===== config.mk =====
export PLATFORM = sky130hd
export DESIGN_NAME = pct_cell
export DESIGN_NICKNAME = d
export VERILOG_FILES = /design/src/priority_collection_table_assert.svh /design/src/pct_pkg.sv /design/src/pct_cell.sv
export SDC_FILE = /design/constraint.sdc
export NUM_CORES = 1
export LEC_CHECK = 0
export BUFFER_PORTS_ARGS = -buffer_cell sky130_fd_sc_hd__buf_2
export CORE_UTILIZATION = 54
export CTS_BUF_LIST = sky130_fd_sc_hd__clkbuf_4
export DETAILED_ROUTE_END_ITERATION = 8
export PLACE_DENSITY = 0.82
export SLEW_MARGIN = 0
export SYNTH_ARGS = -nofsm -noshare
export SYNTH_HDL_FRONTEND = slang
export SYNTH_SLANG_ARGS = --single-unit

===== constraint.sdc =====
create_clock -name clock -period 5.2 [get_ports clock]
set_input_delay 0.78 -clock clock [delete_from_list [all_inputs] [get_ports clock]]
set_output_delay 0.78 -clock clock [all_outputs]
set_load 0.005 [all_outputs]

===== src/priority_collection_table_assert.svh =====
// assertion macros for the priority collection table
`ifndef PRIORITY_COLLECTION_TABLE_ASSERT_SVH
`define PRIORITY_COLLECTION_TABLE_ASSERT_SVH

// same-cycle implication
`define PCT_ASSERT_NOW(lbl, ante, cons) \
   lbl: assert property (@(posedge clock) disable iff (reset) (ante) |-> (cons)) \
      else $error("pct assertion failed");

// next-cycle implication
`define PCT_ASSERT_NEXT(lbl, ante, cons) \
   lbl: assert property (@(posedge clock) disable iff (reset) (ante) |=> (cons)) \
      else $error("pct assertion failed");

`endif


===== src/pct_pkg.sv =====
`default_nettype none
package pct_pkg;

   localparam int unsigned DEF_ENTRIES        = 64;
   localparam int unsigned DEF_PRIORITY_WIDTH = 16;
   localparam int unsigned DEF_DATA_WIDTH     = 32;

   localparam int unsigned FUNC_W   = 3;
   localparam int unsigned ID_W     = 6;
   localparam int unsigned VALUE_W  = 32;
   localparam int unsigned PRIO_W   = 16;
   localparam int unsigned SEQ_W    = 32;
   localparam int unsigned STATUS_W = 2;

   typedef enum logic [FUNC_W-1:0] {
      F_ADD     = 3'd0,
      F_PROMOTE = 3'd1,
      F_POP     = 3'd2,
      F_PEEK    = 3'd3,
      F_LOOKUP  = 3'd4
   } func_type;

   typedef enum logic [STATUS_W-1:0] {
      ST_OK      = 2'd0,
      ST_FULL    = 2'd1,
      ST_EMPTY   = 2'd2,
      ST_BAD_ID  = 2'd3
   } status_type;

   typedef struct packed {
      logic     active;
      func_type func;
      logic     id_ok;
      logic     add_blocked;
      logic     best_valid;
   } tok_ctrl_type;

endpackage
`default_nettype wire


===== src/pct_cell.sv =====
`default_nettype none
module pct_cell
   import pct_pkg::*;
#(
   parameter int unsigned ENTRIES        = DEF_ENTRIES,
   parameter int unsigned PRIORITY_WIDTH = DEF_PRIORITY_WIDTH,
   parameter int unsigned DATA_WIDTH     = DEF_DATA_WIDTH
) (
   input  wire logic                       clock,
   input  wire logic                       reset,
   input  wire logic [$clog2(ENTRIES)-1:0] cell_index,
   input  wire tok_ctrl_type               ctrl_in,
   input  wire logic [$clog2(ENTRIES)-1:0] id_in,
   input  wire logic [$clog2(ENTRIES)-1:0] best_slot_in,
   input  wire logic [PRIORITY_WIDTH-1:0]  best_prio_in,
   input  wire logic [SEQ_W-1:0]           best_seq_in,
   input  wire logic [DATA_WIDTH-1:0]      best_data_in,
   input  wire logic                       clr_en,
   input  wire logic [$clog2(ENTRIES)-1:0] clr_slot,
   output tok_ctrl_type                    ctrl_out,
   output logic [$clog2(ENTRIES)-1:0]      id_out,
   output logic [$clog2(ENTRIES)-1:0]      best_slot_out,
   output logic [PRIORITY_WIDTH-1:0]       best_prio_out,
   output logic [SEQ_W-1:0]                best_seq_out,
   output logic [DATA_WIDTH-1:0]           best_data_out
);

   localparam int unsigned IDW = $clog2(ENTRIES);

   tok_ctrl_type              ctrl_ff, ctrl_in_n;
   logic [IDW-1:0]            id_ff;
   logic [IDW-1:0]            slot_ff, slot_in;
   logic [PRIORITY_WIDTH-1:0] bprio_ff, bprio_in;
   logic [SEQ_W-1:0]          bseq_ff, bseq_in;
   logic [DATA_WIDTH-1:0]     bdata_ff, bdata_in;

   logic                      valid_ff, valid_in;
   logic [PRIORITY_WIDTH-1:0] prio_ff, prio_in;
   logic [SEQ_W-1:0]          seq_ff, seq_in;
   logic [DATA_WIDTH-1:0]     data_ff, data_in;

   logic                      hit;
   logic                      better;
   logic [PRIORITY_WIDTH-1:0] prio_up;

   assign hit     = ctrl_in.id_ok && (id_in == cell_index) && valid_ff;
   assign better  = !ctrl_in.best_valid || (prio_ff > best_prio_in) ||
                    ((prio_ff == best_prio_in) && (seq_ff > best_seq_in));
   assign prio_up = (prio_ff == '1) ? prio_ff : prio_ff + 1'b1;

   always_comb begin
      ctrl_in_n = ctrl_in;
      slot_in   = best_slot_in;
      bprio_in  = best_prio_in;
      bseq_in   = best_seq_in;
      bdata_in  = best_data_in;
      valid_in  = valid_ff;
      prio_in   = prio_ff;
      seq_in    = seq_ff;
      data_in   = data_ff;
      if (ctrl_in.active) begin
         case (ctrl_in.func)
            F_ADD: begin
               if (!ctrl_in.add_blocked && !ctrl_in.best_valid && !valid_ff) begin
                  valid_in             = 1'b1;
                  prio_in              = '0;
                  seq_in               = best_seq_in;
                  data_in              = best_data_in;
                  ctrl_in_n.best_valid = 1'b1;
                  slot_in              = cell_index;
               end
            end
            F_PROMOTE, F_LOOKUP: begin
               if (hit) begin
                  if (ctrl_in.func == F_PROMOTE) begin
                     prio_in = prio_up;
                  end
                  ctrl_in_n.best_valid = 1'b1;
                  slot_in              = cell_index;
                  bprio_in             = (ctrl_in.func == F_PROMOTE) ? prio_up : prio_ff;
                  bdata_in             = data_ff;
               end
            end
            F_POP, F_PEEK: begin
               if (valid_ff && better) begin
                  ctrl_in_n.best_valid = 1'b1;
                  slot_in              = cell_index;
                  bprio_in             = prio_ff;
                  bseq_in              = seq_ff;
                  bdata_in             = data_ff;
               end
            end
            default: begin
            end
         endcase
      end
      if (clr_en && (clr_slot == cell_index)) begin
         valid_in = 1'b0;
      end
   end

   always_ff @(posedge clock) begin
      if (reset) begin
         ctrl_ff  <= '0;
         valid_ff <= 1'b0;
      end else begin
         ctrl_ff  <= ctrl_in_n;
         valid_ff <= valid_in;
      end
      id_ff    <= id_in;
      slot_ff  <= slot_in;
      bprio_ff <= bprio_in;
      bseq_ff  <= bseq_in;
      bdata_ff <= bdata_in;
      prio_ff  <= prio_in;
      seq_ff   <= seq_in;
      data_ff  <= data_in;
   end

   assign ctrl_out      = ctrl_ff;
   assign id_out        = id_ff;
   assign best_slot_out = slot_ff;
   assign best_prio_out = bprio_ff;
   assign best_seq_out  = bseq_ff;
   assign best_data_out = bdata_ff;

endmodule
`default_nettype wire


==> results.sh <==
export IMPL_status="finished, final reports clean"
export IMPL_syn2layout_area_growth_pct=20.4
export IMPL_grt_pass1_wl_um=26900
export IMPL_grt_pass1_vias=5589
export IMPL_ys_seq_area_share_pct=56.7
export IMPL_ys_top_cells_by_count="dfxtp_1 (100), edfxtp_1 (80), inv_1 (53)"
export IMPL_synth_top_area_share_pct=30.9
export IMPL_async_reset_ff_share_pct=0
export IMPL_ir_drop_v=0.000197
export IMPL_ys_ff_latch=180
export IMPL_antenna_cells=0
export IMPL_clock_sinks=180
export IMPL_portBuffers=212
export IMPL_design_area_um2=9350
export IMPL_fin_crit_ns=3.75
export IMPL_drtIter0Drc=351
export IMPL_drv_cap=0
export IMPL_antenna_found_initial=0
export IMPL_track_usage_pct=23.8
export IMPL_die_y_um=122
export IMPL_critPathLaunch="prio_ff[13]"
export IMPL_hold_violations=0
export IMPL_cts_htree_levels=4
export IMPL_hold_path_class="input pin to register"
export IMPL_numCtsBuffers=17
export IMPL_fin_skew_ns=0.0209
export IMPL_synth_area_top_cells="edfxtp_1 (31%), dfxtp_1 (26%), ha_1 (7.9%)"
export IMPL_worstMarginPinSlew_ns=1.28
export IMPL_worstSetupStartpointType="register"
export IMPL_drive_above_1_share_pct=34.1
export IMPL_io_pins=213
export IMPL_p_per_area_nw_per_um2=287
export IMPL_holdBufCountCts=0
export IMPL_clk_latency_ns=0.58
export IMPL_ant_nets=0
export IMPL_crit_chain="ha_1 -> nand4_1 -> nor4_2 -> o21ai_0 -> a31oi_1 -> o31ai_4 -> o21ai_4 -> buf_4 -> mux2_1"
export IMPL_slowest_stage="o21ai_4"
export IMPL_dpl_hpwl_um=12700
export IMPL_fin_nets=1016
export IMPL_drc_errors=0
export IMPL_die_area_um2=14900
export IMPL_clockBufferDepth=2
export IMPL_cts_resized=0
export IMPL_grt_max_degree=43
export IMPL_clkTransAtPathRegs_ns=0.15
export IMPL_synth_ff_type="dfxtp_1"
export IMPL_via_count=5686
export IMPL_start_util_pct=55.7
export IMPL_synth_edf_count=80
export IMPL_critPathKind="register to register"
export IMPL_wl_um=17200
export IMPL_dr_pass1_iters=5
export IMPL_crit_required_ns=5.68
export IMPL_cts_root_buf="clkbuf_4"
export IMPL_yosysTopAreaCell="edfxtp_1"
export IMPL_relSlewSlack_pct=14.1
export IMPL_arrival_ns=4.23
export IMPL_coreArea_um2=13900
export IMPL_tritoncts="yes"
export IMPL_overflow=0
export IMPL_netlist_instances=636
export IMPL_worst_path_largest_cell_delay_ns=0.59
export IMPL_rsz0062_at_grt="no"
export IMPL_synth_warnings=0
export IMPL_gp_congestion=0.917
export IMPL_synth_most_common_cell="dfxtp_1"
export IMPL_fmax_mhz=267
export IMPL_vias_per_cell=5.44
export IMPL_die_w_um=122
export IMPL_r2r_start="prio_ff[13]"
export IMPL_synth_area_um2=7760
export IMPL_syn_nets=799
export IMPL_drv_slew=0
export IMPL_detail_route_wl_per_cell_um=16.5
export IMPL_hp_start="id_in[0]"
export IMPL_end_kind="register"
export IMPL_period_share_pct=72.1
export IMPL_dpl_cell_area_um2=9030
export IMPL_cp_max_fo=19
export IMPL_ys_types=63
export IMPL_synth_area_per_cell_um2=12.2
export IMPL_cts_setup_buffers=0
export IMPL_fin_tns_setup_ns=0
export IMPL_rows=43
export IMPL_setup_viol=0
export IMPL_leakage_nw=4.04
==> logic make-up after synthesis <==
kind of cell / count (synthesis) / synth area share, %
AO/OA/AOI/OAI: 87 / 8.25
buffers and inverters: 72 / 3.63
AND/OR/NAND/NOR: 152 / 10.4
XOR/XNOR: 24 / 2.71
adder cells (fa/ha/maj): 49 / 7.90
flip-flops: 180 / 56.7
multiplexers: 72 / 10.4
==> stage by stage <==
step / setup slack, ns / cells / hold WS [ns] / power (W) / util [%]
2_1_floorplan: 0.743 / 636 / 0.432 / 0.00171 / -
6_report: 1.45 / 1046 / 0.321 / 0.00268 / 67.1
5_1_grt: 1.28 / 1046 / 0.265 / 0.00280 / 67.1
3_5_place_dp: 1.13 / 1014 / 0.441 / 0.00185 / 64.8
3_3_place_gp: 1.25 / 1014 / 0.435 / 0.00184 / 64.8
4_1_cts: 1.48 / 1046 / 0.275 / 0.00271 / 67.1
==> placed cells by master (no fill, tap or decap), types with 3 or more instances in the layout <==
cell type / n
a21o_1: 3
a21oi_1: 23
a221o_1: 9
a31oi_1: 5
a32o_1: 3
and2_1: 4
and3_1: 3
buf_2: 212
buf_4: 5
bufinv_16: 3
clkbuf_4: 17
dfxtp_1: 100
edfxtp_1: 80
ha_1: 49
inv_1: 53
inv_6: 6
mux2_1: 38
mux2_2: 33
nand2_1: 25
nand3_1: 16
nand4_1: 19
nor2_1: 34
nor2b_1: 13
nor3_1: 8
nor4_1: 6
o211ai_1: 3
o21a_1: 4
o21ai_0: 11
or3_1: 5
or4_1: 3
xnor2_1: 12
xor2_1: 12
==> power by group <==
group / internal, W / switching (W) / total, W
combinational: 0.000135 / 0.000136 / 0.000271
clock: 0.000349 / 0.000514 / 0.000863
sequential: 0.00153 / 0.0000162 / 0.00155
total: 0.00202 / 0.000667 / 0.00268
==> final cells by class <==
class	count	area (µm²)
flip-flops and latches	180	4400
clock buffers	17	128
inverters	53	199
multi-input cells	384	3110
well taps	180	225
repair buffers	217	1100
fillers	1068	4580
clock inverters	15	191
==> metal layers <==
| layer | GRT usage [%] | vias to the layer above | part of all wire, % |
|---|---|---|---|
| li1 | - | 2767 | - |
| met1 | 28.4 | 2683 | 41 |
| met2 | 41.0 | 212 | 51 |
| met3 | 6.51 | 24 | 6.3 |
| met4 | 8.56 | 0 | 1.8 |
| met5 | 0 | - | 0 |
==> path summary, 6_finish.rpt <==
check / cells past startpoint / end / slack, ns
max reg2reg: 9 / best_data_out[5] / 1.45
max: 9 / best_data_out[5] / 1.45
min reg2reg: 1 / best_data_out[11] / 0.47
min: 1 / id_out[0] / 0.32
==> state kept, by name, summed over array words and instances, names as in the netlist, 7 cells and up <==
signal         count
best_data_out     32
best_prio_out     16
best_seq_out      32
ctrl_out           7
data_ff           32
prio_ff           16
seq_ff            32
==> worst max-delay path, delay by kind of cell (launching register included) <==
kind	cells	cell delay (ns)
buf+inv	1	0.30
flops	1	0.55
simple gates	2	0.78
mux	1	0.35
compound gates	4	1.31
fa+ha+maj	1	0.36
Note: power is estimated with default switching activity, not from simulation.
